### config.mk
export PLATFORM = sky130hd
export DESIGN_NAME = ultrasonic_echo_ranging
export DESIGN_NICKNAME = d
export VERILOG_FILES = /design/src/sv/uer_pkg.sv /design/src/sv/ultrasonic_echo_ranging.sv /design/src/sv/uer_front.sv /design/src/sv/uer_queue.sv /design/src/sv/uer_back.sv
export SDC_FILE = /design/constraint.sdc
export NUM_CORES = 1
export LEC_CHECK = 0
export BUFFER_PORTS_ARGS = -buffer_cell sky130_fd_sc_hd__buf_2
export CAP_MARGIN = 15
export CORE_UTILIZATION = 40
export CTS_CLUSTER_DIAMETER = 50
export DETAILED_ROUTE_END_ITERATION = 8
export MAX_ROUTING_LAYER = met4
export PLACE_DENSITY_LB_ADDON = 0.3
export SLEW_MARGIN = 25
export SYNTH_ARGS = -nofsm -noshare
export SYNTH_HDL_FRONTEND = slang
export SYNTH_SLANG_ARGS = --single-unit
### constraint.sdc
create_clock -name aclk -period 18.3 [get_ports aclk]
set_input_delay 3.66 -clock aclk [delete_from_list [all_inputs] [get_ports aclk]]
set_output_delay 3.66 -clock aclk [all_outputs]
set_load 0.02 [all_outputs]
### src/sv/uer_pkg.sv
// Shared types and constants for the ultrasonic echo ranging controller.
package uer_pkg;

    // Width of the reported tick count and distance fields.
    localparam int FIELD_W = 20;
    localparam logic [FIELD_W-1:0] FIELD_MAX = '1;

    // Width of the fixed-point scale factor and its fraction.
    localparam int SCALE_W = 16;
    localparam int SCALE_FRAC = 16;

    // Configuration register indexes.
    localparam int CFG_INDEX_W = 3;
    localparam int CFG_DATA_W = 20;
    localparam logic [CFG_INDEX_W-1:0] CFG_ENABLE = 3'd0;
    localparam logic [CFG_INDEX_W-1:0] CFG_PRE_LOW = 3'd1;
    localparam logic [CFG_INDEX_W-1:0] CFG_TRIGGER = 3'd2;
    localparam logic [CFG_INDEX_W-1:0] CFG_TIMEOUT = 3'd3;
    localparam logic [CFG_INDEX_W-1:0] CFG_SETTLE = 3'd4;
    localparam logic [CFG_INDEX_W-1:0] CFG_HOLDOFF = 3'd5;
    localparam logic [CFG_INDEX_W-1:0] CFG_SCALE = 3'd6;

    // Configuration reset values.
    localparam logic RST_ENABLE = 1'b1;
    localparam logic [7:0] RST_PRE_LOW = 8'd4;
    localparam logic [7:0] RST_TRIGGER = 8'd22;
    localparam logic [FIELD_W-1:0] RST_TIMEOUT = 20'd60000;
    localparam logic [FIELD_W-1:0] RST_SETTLE = 20'd200000;
    localparam logic [FIELD_W-1:0] RST_HOLDOFF = 20'd120000;
    localparam logic [SCALE_W-1:0] RST_SCALE = 16'd5620;

    // Ranging phase codes.
    localparam int PHASE_W = 3;
    localparam logic [PHASE_W-1:0] PH_PRE_LOW = 3'd0;
    localparam logic [PHASE_W-1:0] PH_TRIGGER = 3'd1;
    localparam logic [PHASE_W-1:0] PH_WAIT = 3'd2;
    localparam logic [PHASE_W-1:0] PH_SETTLE = 3'd3;
    localparam logic [PHASE_W-1:0] PH_HOLDOFF = 3'd4;

    // Per-tick flags passed from the sequencer to the result stage.
    typedef struct packed {
        logic trigger;
        logic valid;
        logic status;
    } uer_flags_t;

    localparam int FLAGS_W = $bits(uer_flags_t);

endpackage

### src/sv/ultrasonic_echo_ranging.sv
// A tick beat accepted on the input passes through the queue, the multiply register
// and the output register before it is presented on the result channel.
// The block takes one tick beat per cycle while its queue is not full.
// A four-entry queue and a two-register result pipeline absorb output stalls.
// Reset (aresetn low at a rising edge) loads default registers and enters pre-low.
// Reset needs no clearing pass; the first tick beat may follow right after it.
module ultrasonic_echo_ranging #(
    parameter int COUNT_WIDTH = 21,
    parameter int QUEUE_DEPTH = 4
) (
    input  logic                                aclk,
    input  logic                                aresetn,
    // Configuration write channel.
    input  logic                                cfg_valid,
    output logic                                cfg_ready,
    input  logic [uer_pkg::CFG_INDEX_W-1:0]     cfg_index,
    input  logic [uer_pkg::CFG_DATA_W-1:0]      cfg_data,
    // Tick input channel.
    input  logic                                s_valid,
    output logic                                s_ready,
    input  logic                                s_echo_level,
    // Result channel.
    output logic                                m_valid,
    input  logic                                m_ready,
    output logic                                m_trigger_level,
    output logic                                m_result_valid,
    output logic                                m_status,
    output logic [uer_pkg::FIELD_W-1:0]         m_high_ticks,
    output logic [uer_pkg::FIELD_W-1:0]         m_distance_mm
);

    localparam int Q_DATA_W = uer_pkg::FLAGS_W + COUNT_WIDTH;
    localparam int Q_LVL_W  = $clog2(QUEUE_DEPTH + 1);

    // Configuration registers. A write is taken only while no tick is being
    // accepted or waiting anywhere in the pipeline, so every tick sees the same
    // register values in the sequencer and in the result stage.
    logic                          enable_reg;
    logic [7:0]                    pre_low_reg;
    logic [7:0]                    trigger_reg;
    logic [uer_pkg::FIELD_W-1:0]   timeout_reg;
    logic [uer_pkg::FIELD_W-1:0]   settle_reg;
    logic [uer_pkg::FIELD_W-1:0]   holdoff_reg;
    logic [uer_pkg::SCALE_W-1:0]   scale_reg;

    logic                          cfg_we;

    assign cfg_we    = cfg_valid && cfg_ready;

    always_ff @(posedge aclk) begin
        if (!aresetn) begin
            enable_reg  <= uer_pkg::RST_ENABLE;
            pre_low_reg <= uer_pkg::RST_PRE_LOW;
            trigger_reg <= uer_pkg::RST_TRIGGER;
            timeout_reg <= uer_pkg::RST_TIMEOUT;
            settle_reg  <= uer_pkg::RST_SETTLE;
            holdoff_reg <= uer_pkg::RST_HOLDOFF;
            scale_reg   <= uer_pkg::RST_SCALE;
        end else if (cfg_we) begin
            case (cfg_index)
                uer_pkg::CFG_ENABLE:  enable_reg  <= cfg_data[0];
                uer_pkg::CFG_PRE_LOW: pre_low_reg <= cfg_data[7:0];
                uer_pkg::CFG_TRIGGER: trigger_reg <= cfg_data[7:0];
                uer_pkg::CFG_TIMEOUT: timeout_reg <= cfg_data[uer_pkg::FIELD_W-1:0];
                uer_pkg::CFG_SETTLE:  settle_reg  <= cfg_data[uer_pkg::FIELD_W-1:0];
                uer_pkg::CFG_HOLDOFF: holdoff_reg <= cfg_data[uer_pkg::FIELD_W-1:0];
                uer_pkg::CFG_SCALE:   scale_reg   <= cfg_data[uer_pkg::SCALE_W-1:0];
                default: begin
                end
            endcase
        end
    end

    // The sequencer advances its phase state once per accepted tick and
    // pushes a compact record (flags plus captured echo count) into the queue.
    logic                        push;
    uer_pkg::uer_flags_t         push_flags;
    logic [COUNT_WIDTH-1:0]      push_count;
    logic                        q_full, q_not_empty, q_pop;
    logic [Q_DATA_W-1:0]         q_rd_data;
    logic [Q_LVL_W-1:0]          q_level;
    uer_pkg::uer_flags_t         q_flags;
    logic [COUNT_WIDTH-1:0]      q_count;
    logic                        back_busy;

    uer_front #(
        .COUNT_WIDTH (COUNT_WIDTH)
    ) u_front (
        .aclk          (aclk),
        .aresetn       (aresetn),
        .s_valid       (s_valid),
        .s_ready       (s_ready),
        .s_echo_level  (s_echo_level),
        .queue_full    (q_full),
        .enable        (enable_reg),
        .pre_low_ticks (pre_low_reg),
        .trigger_ticks (trigger_reg),
        .timeout_ticks (timeout_reg),
        .settle_ticks  (settle_reg),
        .holdoff_ticks (holdoff_reg),
        .push          (push),
        .push_flags    (push_flags),
        .push_count    (push_count)
    );

    uer_queue #(
        .DATA_W (Q_DATA_W),
        .DEPTH  (QUEUE_DEPTH)
    ) u_queue (
        .aclk      (aclk),
        .aresetn   (aresetn),
        .wr_en     (push),
        .wr_data   ({push_flags, push_count}),
        .rd_en     (q_pop),
        .rd_data   (q_rd_data),
        .not_empty (q_not_empty),
        .full      (q_full),
        .level     (q_level)
    );

    assign q_flags = q_rd_data[Q_DATA_W-1 -: uer_pkg::FLAGS_W];
    assign q_count = q_rd_data[COUNT_WIDTH-1:0];

    // The result stage multiplies the captured count by the scale factor,
    // then saturates both reported fields into the output register.
    uer_back #(
        .COUNT_WIDTH (COUNT_WIDTH)
    ) u_back (
        .aclk            (aclk),
        .aresetn         (aresetn),
        .q_not_empty     (q_not_empty),
        .q_flags         (q_flags),
        .q_count         (q_count),
        .q_pop           (q_pop),
        .distance_scale  (scale_reg),
        .busy            (back_busy),
        .m_valid         (m_valid),
        .m_ready         (m_ready),
        .m_trigger_level (m_trigger_level),
        .m_result_valid  (m_result_valid),
        .m_status        (m_status),
        .m_high_ticks    (m_high_ticks),
        .m_distance_mm   (m_distance_mm)
    );

    // A register write waits until no tick is entering, queued or in the result
    // stage; a tick offered in the same cycle goes first.
    assign cfg_ready = !(push || q_not_empty || back_busy);

    // A timeout outcome never carries a measurement.
    assert property (@(posedge aclk) disable iff (!aresetn)
        (m_valid && m_status) |-> (m_high_ticks == '0 && m_distance_mm == '0))
        else $error("timeout beat carries nonzero measurement");

    // The trigger pulse and an outcome report never share a tick.
    assert property (@(posedge aclk) disable iff (!aresetn)
        (m_valid && m_trigger_level) |-> !m_result_valid)
        else $error("trigger and result reported on the same tick");

    // The queue never holds more than its depth, and input stalls only when full.
    assert property (@(posedge aclk) disable iff (!aresetn)
        (q_level <= Q_LVL_W'(QUEUE_DEPTH)) && (s_ready == (q_level != Q_LVL_W'(QUEUE_DEPTH))))
        else $error("queue level out of range or input stall mismatch");

endmodule

### src/sv/uer_front.sv
// Phase sequencer: takes one echo sample per beat and decides trigger and outcome.
module uer_front #(
    parameter int COUNT_WIDTH = 21
) (
    input  logic                               aclk,
    input  logic                               aresetn,
    input  logic                               s_valid,
    output logic                               s_ready,
    input  logic                               s_echo_level,
    input  logic                               queue_full,
    input  logic                               enable,
    input  logic [7:0]                         pre_low_ticks,
    input  logic [7:0]                         trigger_ticks,
    input  logic [uer_pkg::FIELD_W-1:0]        timeout_ticks,
    input  logic [uer_pkg::FIELD_W-1:0]        settle_ticks,
    input  logic [uer_pkg::FIELD_W-1:0]        holdoff_ticks,
    output logic                               push,
    output uer_pkg::uer_flags_t                push_flags,
    output logic [COUNT_WIDTH-1:0]             push_count
);

    localparam int CMP_W = (COUNT_WIDTH > uer_pkg::FIELD_W) ? COUNT_WIDTH : uer_pkg::FIELD_W;
    localparam logic [COUNT_WIDTH-1:0] CNT_MAX = '1;

    logic [uer_pkg::PHASE_W-1:0] phase_reg, phase_next;
    logic [COUNT_WIDTH-1:0]      phase_cnt_reg, phase_cnt_next;
    logic [COUNT_WIDTH-1:0]      echo_cnt_reg, echo_cnt_next;
    logic                        echo_prev_reg;
    logic                        rise_reg, rise_next;

    logic [uer_pkg::PHASE_W-1:0] cur_phase;
    logic [uer_pkg::PHASE_W-1:0] target, skip1, skip2, skip3;
    logic [COUNT_WIDTH-1:0]      pc_inc;
    logic [uer_pkg::FIELD_W-1:0] cur_len;
    logic                        done;
    logic                        enter;
    logic                        fall;

    assign s_ready = !queue_full;
    assign push    = s_valid && s_ready;

    assign cur_phase = (phase_reg > uer_pkg::PH_HOLDOFF) ? uer_pkg::PH_PRE_LOW : phase_reg;
    assign pc_inc    = (phase_cnt_reg == CNT_MAX) ? CNT_MAX : phase_cnt_reg + 1'b1;
    assign fall      = rise_reg && !s_echo_level && echo_prev_reg;

    always_comb begin
        case (cur_phase)
            uer_pkg::PH_PRE_LOW: cur_len = uer_pkg::FIELD_W'(pre_low_ticks);
            uer_pkg::PH_TRIGGER: begin
                cur_len = (trigger_ticks == 8'd0) ? uer_pkg::FIELD_W'(1)
                                                  : uer_pkg::FIELD_W'(trigger_ticks);
            end
            uer_pkg::PH_WAIT: begin
                cur_len = (timeout_ticks == '0) ? uer_pkg::FIELD_W'(1) : timeout_ticks;
            end
            uer_pkg::PH_SETTLE: cur_len = settle_ticks;
            default: cur_len = holdoff_ticks;
        endcase
    end

    assign done = (CMP_W'(pc_inc) >= CMP_W'(cur_len)) || (pc_inc == CNT_MAX);

    // Zero-length settle, holdoff and pre-low phases are skipped in the order they would be entered.
    assign skip1 = (target == uer_pkg::PH_SETTLE && settle_ticks == '0)
                   ? uer_pkg::PH_HOLDOFF : target;
    assign skip2 = (skip1 == uer_pkg::PH_HOLDOFF && holdoff_ticks == '0)
                   ? uer_pkg::PH_PRE_LOW : skip1;
    assign skip3 = (skip2 == uer_pkg::PH_PRE_LOW && pre_low_ticks == 8'd0)
                   ? uer_pkg::PH_TRIGGER : skip2;

    always_comb begin
        phase_next     = cur_phase;
        phase_cnt_next = phase_cnt_reg;
        rise_next      = rise_reg;
        echo_cnt_next  = echo_cnt_reg;
        push_flags     = '0;
        push_count     = '0;
        enter          = 1'b0;
        target         = uer_pkg::PH_PRE_LOW;
        if (!enable) begin
            phase_next     = uer_pkg::PH_PRE_LOW;
            phase_cnt_next = '0;
            rise_next      = 1'b0;
            echo_cnt_next  = '0;
        end else begin
            case (cur_phase)
                uer_pkg::PH_PRE_LOW: begin
                    target = uer_pkg::PH_TRIGGER;
                    enter  = done;
                    phase_cnt_next = pc_inc;
                end
                uer_pkg::PH_TRIGGER: begin
                    push_flags.trigger = 1'b1;
                    target = uer_pkg::PH_WAIT;
                    enter  = done;
                    phase_cnt_next = pc_inc;
                end
                uer_pkg::PH_WAIT: begin
                    if (fall) begin
                        push_flags.valid = 1'b1;
                        push_count       = echo_cnt_reg;
                        target = uer_pkg::PH_SETTLE;
                        enter  = 1'b1;
                    end else begin
                        if (!rise_reg) begin
                            if (s_echo_level && !echo_prev_reg) begin
                                rise_next     = 1'b1;
                                echo_cnt_next = COUNT_WIDTH'(1);
                            end
                        end else if (s_echo_level) begin
                            echo_cnt_next = (echo_cnt_reg == CNT_MAX) ? CNT_MAX
                                                                      : echo_cnt_reg + 1'b1;
                        end
                        phase_cnt_next = pc_inc;
                        if (done) begin
                            push_flags.valid  = 1'b1;
                            push_flags.status = 1'b1;
                            target = uer_pkg::PH_HOLDOFF;
                            enter  = 1'b1;
                        end
                    end
                end
                uer_pkg::PH_SETTLE: begin
                    target = uer_pkg::PH_HOLDOFF;
                    enter  = done;
                    phase_cnt_next = pc_inc;
                end
                default: begin
                    target = uer_pkg::PH_PRE_LOW;
                    enter  = done;
                    phase_cnt_next = pc_inc;
                end
            endcase
            if (enter) begin
                phase_next     = skip3;
                phase_cnt_next = '0;
                if (skip3 == uer_pkg::PH_WAIT) begin
                    rise_next     = 1'b0;
                    echo_cnt_next = '0;
                end
            end
        end
    end

    always_ff @(posedge aclk) begin
        if (!aresetn) begin
            phase_reg     <= uer_pkg::PH_PRE_LOW;
            phase_cnt_reg <= '0;
            echo_cnt_reg  <= '0;
            echo_prev_reg <= 1'b0;
            rise_reg      <= 1'b0;
        end else if (push) begin
            phase_reg     <= phase_next;
            phase_cnt_reg <= phase_cnt_next;
            echo_cnt_reg  <= echo_cnt_next;
            echo_prev_reg <= s_echo_level;
            rise_reg      <= rise_next;
        end
    end

endmodule

### src/sv/uer_queue.sv
// Small first-in first-out queue between the sequencer and the result stage.
module uer_queue #(
    parameter int DATA_W = 24,
    parameter int DEPTH  = 4
) (
    input  logic                         aclk,
    input  logic                         aresetn,
    input  logic                         wr_en,
    input  logic [DATA_W-1:0]            wr_data,
    input  logic                         rd_en,
    output logic [DATA_W-1:0]            rd_data,
    output logic                         not_empty,
    output logic                         full,
    output logic [$clog2(DEPTH+1)-1:0]   level
);

    localparam int PTR_W = (DEPTH > 1) ? $clog2(DEPTH) : 1;
    localparam int LVL_W = $clog2(DEPTH+1);
    localparam logic [PTR_W-1:0] LAST = PTR_W'(DEPTH - 1);

    logic [DATA_W-1:0] mem_reg [DEPTH];
    logic [PTR_W-1:0]  wr_ptr_reg, wr_ptr_next;
    logic [PTR_W-1:0]  rd_ptr_reg, rd_ptr_next;
    logic [LVL_W-1:0]  level_reg, level_next;
    logic              do_wr, do_rd;

    assign full      = (level_reg == LVL_W'(DEPTH));
    assign not_empty = (level_reg != '0);
    assign level     = level_reg;
    assign rd_data   = mem_reg[rd_ptr_reg];

    assign do_wr = wr_en && !full;
    assign do_rd = rd_en && not_empty;

    assign wr_ptr_next = (wr_ptr_reg == LAST) ? '0 : wr_ptr_reg + 1'b1;
    assign rd_ptr_next = (rd_ptr_reg == LAST) ? '0 : rd_ptr_reg + 1'b1;

    always_comb begin
        level_next = level_reg;
        if (do_wr && !do_rd) begin
            level_next = level_reg + 1'b1;
        end else if (do_rd && !do_wr) begin
            level_next = level_reg - 1'b1;
        end
    end

    always_ff @(posedge aclk) begin
        if (do_wr) begin
            mem_reg[wr_ptr_reg] <= wr_data;
        end
    end

    always_ff @(posedge aclk) begin
        if (!aresetn) begin
            wr_ptr_reg <= '0;
            rd_ptr_reg <= '0;
            level_reg  <= '0;
        end else begin
            if (do_wr) begin
                wr_ptr_reg <= wr_ptr_next;
            end
            if (do_rd) begin
                rd_ptr_reg <= rd_ptr_next;
            end
            level_reg <= level_next;
        end
    end

endmodule

### src/sv/uer_back.sv
// Result stage: scales the echo count to a distance, saturates and holds the output beat.
module uer_back #(
    parameter int COUNT_WIDTH = 21
) (
    input  logic                               aclk,
    input  logic                               aresetn,
    input  logic                               q_not_empty,
    input  uer_pkg::uer_flags_t                q_flags,
    input  logic [COUNT_WIDTH-1:0]             q_count,
    output logic                               q_pop,
    input  logic [uer_pkg::SCALE_W-1:0]        distance_scale,
    output logic                               busy,
    output logic                               m_valid,
    input  logic                               m_ready,
    output logic                               m_trigger_level,
    output logic                               m_result_valid,
    output logic                               m_status,
    output logic [uer_pkg::FIELD_W-1:0]        m_high_ticks,
    output logic [uer_pkg::FIELD_W-1:0]        m_distance_mm
);

    localparam int PROD_W = COUNT_WIDTH + uer_pkg::SCALE_W;
    localparam logic [PROD_W-1:0] SAT_LIMIT = PROD_W'(uer_pkg::FIELD_MAX);

    // Multiply stage.
    logic                      s1_valid_reg;
    uer_pkg::uer_flags_t       s1_flags_reg;
    logic [COUNT_WIDTH-1:0]    s1_count_reg;
    logic [PROD_W-1:0]         s1_prod_reg;

    // Output stage.
    logic                      out_valid_reg;
    uer_pkg::uer_flags_t       out_flags_reg;
    logic [uer_pkg::FIELD_W-1:0] out_ticks_reg, out_ticks_next;
    logic [uer_pkg::FIELD_W-1:0] out_dist_reg, out_dist_next;

    logic              out_free, s1_free;
    logic [PROD_W-1:0] count_ext, dist_full;

    assign out_free = !out_valid_reg || m_ready;
    assign s1_free  = !s1_valid_reg || out_free;
    assign q_pop    = q_not_empty && s1_free;
    assign busy     = s1_valid_reg || out_valid_reg;

    assign count_ext = PROD_W'(s1_count_reg);
    assign dist_full = s1_prod_reg >> uer_pkg::SCALE_FRAC;

    assign out_ticks_next = (count_ext > SAT_LIMIT) ? uer_pkg::FIELD_MAX
                                                    : count_ext[uer_pkg::FIELD_W-1:0];
    assign out_dist_next  = (dist_full > SAT_LIMIT) ? uer_pkg::FIELD_MAX
                                                    : dist_full[uer_pkg::FIELD_W-1:0];

    always_ff @(posedge aclk) begin
        if (!aresetn) begin
            s1_valid_reg  <= 1'b0;
            out_valid_reg <= 1'b0;
        end else begin
            if (s1_free) begin
                s1_valid_reg <= q_not_empty;
            end
            if (out_free) begin
                out_valid_reg <= s1_valid_reg;
            end
        end
    end

    always_ff @(posedge aclk) begin
        if (q_pop) begin
            s1_flags_reg <= q_flags;
            s1_count_reg <= q_count;
            s1_prod_reg  <= PROD_W'(q_count) * PROD_W'(distance_scale);
        end
        if (out_free && s1_valid_reg) begin
            out_flags_reg <= s1_flags_reg;
            out_ticks_reg <= out_ticks_next;
            out_dist_reg  <= out_dist_next;
        end
    end

    assign m_valid         = out_valid_reg;
    assign m_trigger_level = out_flags_reg.trigger;
    assign m_result_valid  = out_flags_reg.valid;
    assign m_status        = out_flags_reg.status;
    assign m_high_ticks    = out_ticks_reg;
    assign m_distance_mm   = out_dist_reg;

endmodule

Yosys cells after proc, flatten, opt, wreduce, memory -nomap -nowiden
Memories as Yosys holds them, arrays and structs flattened. A register that Yosys moved wholly into a read port is not among the register bits.
Cells that the tools add are included.
- add/subtract/negate cells: 6
- $mul: 1
- order comparisons: 4
- equal/unequal tests: 19
- mux-type cells: 55
- reduce and logical (&&, ||, !) cells: 46
- operators with widths (operator ; number):
    two-way mux 21 bit ; 17
    one-hot mux 20 bit (4 select lines) ; 1
    equality test 21 bit, second input constant ; 3
    logical NOT 20 bit ; 3
    adder 21 x 1 -> 21 bit, second input constant ; 2
    greater-than comparator 21 x 20 -> 1 bit, second input constant ; 2
    multiplier 21 x 16 -> 37 bit ; 1
    two-way mux 3 bit ; 12
    greater-or-equal comparator 21 x 20 -> 1 bit ; 1
    two-way mux 20 bit ; 1
    equality test 3 x 2 -> 1 bit, second input constant ; 6
    logical NOT 8 bit ; 2
    two-way mux 1 bit ; 16
    AND reduction 2 bit ; 8
    equality test 3 bit, second input constant ; 5
    logical AND 1 bit ; 14
    two-way mux 2 bit ; 6
    one-hot mux 3 bit (4 select lines) ; 1
    logical NOT 3 bit ; 3
    logical NOT 1 bit ; 8
    two-way mux 8 bit ; 1
    equality test 3 x 1 -> 1 bit, second input constant ; 2
    logical OR 1 bit ; 6
    adder 2 x 1 -> 2 bit, second input constant ; 2
    other kinds (7) ; 8
- register bits: 253
- bits in writable memories: 96
- input port bits: 29
- output and inout port bits: 46
- memories: 1
- memories (name ; depth ; bits a word ; read ports ; clocked after Yosys merged registers in ; write ports ; RTL line ; RTL):
    u_queue.mem_reg ; 4 ; 24 ; 1 ; 1 ; 1 ; uer_queue.sv:21 ; logic [DATA_W-1:0] mem_reg [DEPTH];

Depth between registers and ports, before layout
Gate-level depths: netlist (run 1).
- depth after elaboration: 23
- gate-level depth with buffers: 25
- depth with buffers taken out: 23

Modules after synthesis
Synthesis (run 1) repeated with hierarchy kept, for this count alone.
- cell total of the unflattened synthesis: 2612
- area total of the unflattened synthesis: 26007.4 µm²
- by module, submodules not included (module ; times used ; cells each ; area an instance (µm²) ; sequential area each (µm²)):
    uer_back ; 1 ; 1442 ; 13915.8 ; 2682.6
    uer_front ; 1 ; 636 ; 4478.0 ; 940.9
    uer_queue ; 1 ; 177 ; 3967.6 ; 3062.9
    ultrasonic_echo_ranging ; 1 ; 357 ; 3646.0 ; 1861.8

Worst setup path after synthesis (run 1)
No wires, ideal clock.
- path kind: input-to-output
- start point: input port s_valid
- end point: output port cfg_ready
- arrival: 4.332 ns
- data required time: 14.640 ns
- setup slack: 10.308 ns
- cell stages on the path: 3
- path buffers: 0
- cell sequence: nand2_1 inv_2 nor4_2
- cells in the longest elaborated chain, start to end: 4
- ends and longest elaborated chain (what ; RTL line ; RTL):
    from (decl) ; ultrasonic_echo_ranging.sv:19 ; input logic s_valid,
    logical AND 1 bit ; uer_front.sv:40 ; assign push = s_valid && s_ready;
    logical OR 1 bit (2 in a row) ; ultrasonic_echo_ranging.sv:148 ; assign cfg_ready = !(push || q_not_empty || back_busy);
    logical NOT 1 bit ; ultrasonic_echo_ranging.sv:148 ;
    to (decl) ; ultrasonic_echo_ranging.sv:15 ; output logic cfg_ready,
No other way between the ends.

Final worst setup path (run 1)
Ends and elaborated chain as after synthesis.

==> impl_metrics.json, run 1 <==
{
  "synth_area_leaders": "edfxtp_1, fa_1, dfxtp_1",
  "highest_layer": "met4",
  "drt-total-wl_um": 62000,
  "htreeDepth": 2,
  "cts_sinks": 335,
  "outcome": "completed",
  "finalClockSkew_ns": 0.0349,
  "period_share": 0.469,
  "antenna_found_initial": 0,
  "r2r_cells": 23,
  "end_kind": "primary output",
  "netlist_instances": 2517,
  "synth-seq-area-share": 0.341,
  "fmax_mhz": 117,
  "setup.worst_path.class": "input pin to primary output",
  "synth-warning-count": 0,
  "synth_seq_cells": 335,
  "min-delay-start": "u_back.s1_flags_reg[1]",
  "hold_slack_ns": 0.420,
  "diodes": 0,
  "r2r-end": "u_back.s1_prod_reg[33]",
  "grt_max_degree": 66,
  "final_core_util": 0.449,
  "die_x_um": 252,
  "crit_required_ns": 14.64,
  "crit_path_start_kind": "input pin",
  "avgSynthCellArea_um2": 9.96,
  "synth_nets": 2944,
  "clock_path_buffers": 3,
  "syn_to_final_growth_pct": 10.8,
  "critPathMaxFanout": 21,
  "finalMaxSlewViolations": 0,
  "final_hold_viol_count": 0,
  "place_area_um2": 26200,
  "start_util": 0.406,
  "grt_pass1_vias": 18945,
  "rsz0062_at_grt": "no",
  "via_per_inst": 5.30,
  "grt_overflow": 0,
  "hold_path.class": "flip-flop to flip-flop",
  "hold_depth": 0,
  "met1_length_um": 26100,
  "met2_length_um": 30500,
  "wl_per_cell_um": 18.2,
  "tightest_slew_ns": 1.08,
  "clock_latency_ns": 0.61,
  "synth_async_sr_flop_share": 0,
  "largest_reg_flops": 96,
  "post-cts-setup-buffer-count": 0,
  "die_h_um": 252,
  "reg2reg_slack_ns": 10.68,
  "final_area_um2": 27800,
  "wl_met3_um": 3500,
  "maxCapViolations": 0,
  "cts-root-buf": "clkbuf_16",
  "yosysUniqueCellTypes": 78,
  "cts_buffers": 46,
  "arrival_ns": 4.92,
  "synth.cell_area_um2": 25100,
  "fin_tns_setup_ns": 0,
  "gp_congestion": 0.910,
  "cts_tree": "done",
  "drc_errors": 0,
  "core_um2": 61800,
  "holdPathEnd": "u_back.m_result_valid",
  "ctsHoldBuffers": 0,
  "drtAntennaViolNets": 0,
  "maxSlewHeadroom": 0.277,
  "first_iter_violations": 1338,
  "synth_edf_count": 184,
  "first_pass_iters": 5,
  "drive_gt1_frac": 0.109,
  "fin_nets": 2966,
  "grtUsageTotal": 0.206,
  "clk_pin_slew_ns": 0.06,
  "ctsResizeCount": 0,
  "grt_first_pass_wirelength_um": 101000,
  "yosys_most_used_dff": "edfxtp_1",
  "core.rowCount": 91,
  "synth_top_area_frac": 0.220,
  "top_level_ports": 75,
  "finalSetupViolCount": 0,
  "dr_total_vias": 18100,
  "port_buffers": 74,
  "min_period_ns": 8.58,
  "dieArea_um2": 63700,
  "post-dp-hpwl_um": 44200,
  "synth_top_area_cell": "edfxtp_1"
}
-- cell type report --
cell class,instances,area [µm²]
Sequential cell,335,8550
Clock buffer,55,1190
Clock inverter,30,373
Fill cell,5748,34000
Inverter,295,1110
Multi-Input combinational cell,1758,14900
Timing Repair Buffer,103,588
Tap cell,837,1050
-- critical path, stage by stage --
cell     delay (ns)
buf_2          0.12
nand2_1        0.06
buf_4          0.27
inv_2          0.18
nor4_2         0.38
buf_2          0.24
-- cell usage in the layout (no fill, tap or decap), drive strengths merged, types with 22 or more instances in the layout --
| master | instances |
|---|---|
| and2 | 130 |
| clkbuf | 55 |
| nor3 | 22 |
| inv | 304 |
| nor4 | 24 |
| buf | 103 |
| a21o | 27 |
| edfxtp | 184 |
| a21oi | 136 |
| nand2 | 482 |
| ha | 134 |
| nor2 | 100 |
| or2 | 40 |
| dfxtp | 151 |
| mux4 | 31 |
| fa | 264 |
| nand3 | 50 |
| xnor2 | 22 |
| mux2i | 49 |
| o21ai | 46 |
-- logic make-up (layout without fill, tap and decap cells) --
logic type                 after synthesis  after routing  synth area share
xor gates and xnor gates                38             38            0.0133
AOI/OAI and AO/OA                      305            305            0.0783
adders and majority gates              398            398             0.278
muxes                                   80             80            0.0474
and+or+nand+nor                        937            937             0.178
DFF                                    335            335             0.341
buffers and inverters                  424            483            0.0647
-- cell usage after synthesis (4+ instances only) --
library cell,instances
clkbuf_1,97
o21a_1,4
and4_1,4
and2_1,128
or2_2,40
xnor2_1,22
nand2_1,481
nor2_1,100
xor2_1,16
nor4_1,23
or3b_1,8
nor3_1,18
fa_1,264
o41ai_2,4
nand2b_1,7
a2111oi_0,6
nor3b_1,6
a21oi_1,133
and3_1,19
mux2i_1,49
o31ai_1,11
a211oi_1,5
o41ai_1,9
dfxtp_1,151
o211ai_1,6
a31oi_1,8
o2111ai_1,5
edfxtp_1,184
nand3b_1,4
mux4_2,31
o21ai_0,37
nand4_1,15
a21o_1,27
inv_1,294
nor2b_1,9
o21ai_1,7
buf_2,10
buf_1,19
nand3_1,49
a22o_1,11
ha_1,134
o22ai_1,4
or3_1,8
-- layer usage --
metal / vias up / GRT usage
met5: - / -
met4: 0 / 0.0661
met3: 133 / 0.0306
met2: 540 / 0.348
met1: 9050 / 0.254
li1: 8377 / -
-- stage by stage --
| stage | setup WS (ns) | std cells |
|---|---|---|
| floorplan | 10.31 | 2517 |
| global placement | 9.72 | 3328 |
| detailed placement | 9.73 | 3328 |
| CTS | 9.73 | 3413 |
| global route | 9.61 | 3413 |
| finish | 9.72 | 3413 |
-- how the worst max path moves through the flow --
stage                        from   endpoint  slack, ns  cells past startpoint
final                     s_valid  cfg_ready       9.72                      6
after detailed placement  s_valid  cfg_ready       9.73                      6
after floorplan           s_valid  cfg_ready      10.31                      3
after CTS                 s_valid  cfg_ready       9.73                      6
after global routing      s_valid  cfg_ready       9.61                      6
after global placement    s_valid  cfg_ready       9.72                      6
Power of run 1 is left out: the tool's default activity adds up to more than one toggle a clock period on the data nets, which glitch-free logic cannot reach.
==> run 2: changes to the inputs <==
Settings changed: ABC_AREA set to 1.
Clock period 18.3 ns to 8.8 ns, I/O delays scaled along.
==> run 2 against run 1 <==
- via count up 8.9%
- critical path type is now flip-flop to flip-flop
- sequential share of layout area decreased by 0.53 points
- clock skew up 0.022 ns
- first-iteration DRC count shrank 2.9%
- synthesized cell count grew 17%
- wire length grew 10%
- largest cell class unchanged
- global-route usage grew 1.9 points
==> impl_metrics.json, run 2 <==
{
  "outcome": "completed",
  "start_util": 0.405,
  "netlist_instances": 2941,
  "synth_top_area_frac": 0.217,
  "synthMuxAreaShare": 0,
  "critPathMaxFanout": 25,
  "grt_first_pass_wirelength_um": 110000,
  "synth_area_leaders": "edfxtp_1, fa_1, dfxtp_1",
  "synth_edf_count": 184,
  "cp_common_cell": "inv_1",
  "crit_required_ns": 9.15,
  "grt_max_degree": 61,
  "maxCapViolations": 0,
  "period_share": 0.814,
  "yosys_most_used_dff": "edfxtp_1",
  "largest_reg_flops": 96,
  "ctsResizeCount": 0,
  "fmax_mhz": 140,
  "gp_congestion": 0.912,
  "finalSetupViolCount": 0,
  "yosysUniqueCellTypes": 60,
  "via_per_inst": 5.12,
  "synth_most_common_cell": "nand2_1",
  "synth_async_sr_flop_share": 0,
  "arrival_ns": 7.51,
  "post-cts-setup-buffer-count": 0,
  "grt_pass1_vias": 19875,
  "cp_slowest_stage_delay_ns": 0.68,
  "synth-warning-count": 0,
  "cts-root-buf": "clkbuf_16",
  "first_pass_iters": 7,
  "cts_tree": "done",
  "synth.cell_area_um2": 25500,
  "synth_seq_cells": 335,
  "hold_path.class": "flip-flop to flip-flop",
  "cts_sinks": 335,
  "final_hold_viol_count": 0,
  "fin_tns_setup_ns": 0,
  "setup.worst_path.class": "flip-flop to flip-flop",
  "drt-total-wl_um": 68500,
  "synthXorXnorAreaFrac": 0.0144,
  "finalMaxSlewViolations": 0,
  "placedCellCount": 3755,
  "first_iter_violations": 1299,
  "synth_top_area_cell": "edfxtp_1",
  "drc_errors": 0,
  "clk_pin_slew_ns": 0.06,
  "dieArea_um2": 64700,
  "clock_path_buffers": 3,
  "top_level_ports": 75,
  "avgSynthCellArea_um2": 8.66,
  "syn_to_final_growth_pct": 11.0,
  "core_um2": 63000,
  "dr_total_vias": 19708,
  "cts_buffers": 50,
  "end_kind": "flip-flop",
  "final_area_um2": 28300,
  "layout_common_cells": "nand2_1, inv_1, fa_1",
  "grtUsageTotal": 0.225,
  "fin_nets": 3388,
  "finalClockSkew_ns": 0.0564,
  "htreeDepth": 2,
  "antenna_found_initial": 0,
  "ctsHoldBuffers": 0,
  "synth_compound_area_frac": 0.0992,
  "place_area_um2": 26600,
  "die_h_um": 254,
  "port_buffers": 74,
  "rsz0062_at_grt": "no",
  "clock_latency_ns": 0.61,
  "fin_cells": 3849,
  "maxSlewHeadroom": 0.326,
  "slowest_stage": "dfxtp_2",
  "layout_commonest_cell": "nand2_1",
  "synthTopCellsByCount": "nand2_1, inv_1, fa_1",
  "wl_per_cell_um": 17.8,
  "synth-seq-area-share": 0.335,
  "diodes": 0,
  "synth_nets": 3368,
  "synth_simple_gate_area_share": 0.184,
  "drive_gt1_frac": 0.0929,
  "post-dp-hpwl_um": 51200,
  "synth_top_family_by_area": "adder cells",
  "crit_path_start_kind": "flip-flop",
  "grt_overflow": 0,
  "synthAdderAreaFrac": 0.273,
  "die_x_um": 254,
  "drtAntennaViolNets": 0,
  "min_period_ns": 7.16,
  "tightest_slew_ns": 1.01,
  "core.rowCount": 92
}
run 2: cell count changes in the layout (fill, tap and decap cells not counted), sizes merged, moves of 38 or more:
cell / change
nor2: +138
a21oi: +38
o21ai: +102
mux2i: -49
nand2: +167
and2: -129
inv: +199
nand3: +46
run 2: cell families (layout without fill, tap and decap cells):
| kind of cell | after synthesis | count (layout) |
|---|---|---|
| compound gates | 437 | 437 |
| xor+xnor | 42 | 42 |
| fa+ha+maj | 398 | 398 |
| buf+inv | 621 | 683 |
| flops | 335 | 335 |
| simple gates | 1108 | 1108 |
run 2: layout make-up:
type / count / area [µm²]
Clock buffer: 56 / 1280
Timing Repair Buffer: 92 / 505
Tap cell: 846 / 1060
Sequential cell: 335 / 8550
Multi-Input combinational cell: 1985 / 14600
Inverter: 497 / 1870
Clock inverter: 38 / 440
Fill cell: 6243 / 34700
run 2: path summary, 6_finish.rpt:
path                          startpoint                endpoint  slack (ns)  cells past startpoint
setup / recovery               flip-flop  u_back.s1_prod_reg[36]        1.64                     29
hold / removal    u_back.s1_flags_reg[1]   u_back.m_result_valid        0.42                      0
setup reg to reg               flip-flop  u_back.s1_prod_reg[36]        1.64                     29
hold reg to reg   u_back.s1_flags_reg[1]   u_back.m_result_valid        0.42                      0
run 2: worst max-delay path: cells and delay by family, from the launching register on:
| family | cells | cell delay [ns] |
|---|---|---|
| compound gates | 3 | 0.40 |
| fa+ha+maj | 7 | 3.34 |
| flops | 1 | 0.68 |
| simple gates | 10 | 1.16 |
| xor+xnor | 1 | 0.13 |
| buf+inv | 8 | 1.18 |
run 2: through the flow:
step / util / hold WS, ns / setup slack [ns]
after floorplan: - / 0.400 / 2.52
after global placement: 0.422 / 0.411 / 1.18
after detailed placement: 0.422 / 0.407 / 1.17
after CTS: 0.449 / 0.423 / 1.14
after global routing: 0.449 / 0.438 / 1.14
final: 0.449 / 0.421 / 1.64
run 2: routing by layer:
metal  up-vias  track usage  share of wire
met1      9553        0.290           0.45
met4         0       0.0740          0.030
met5         -            -              0
met2       588        0.361           0.46
li1       9449            -              -
met3       118       0.0350          0.059
Power of run 2 is left out for the same reason.
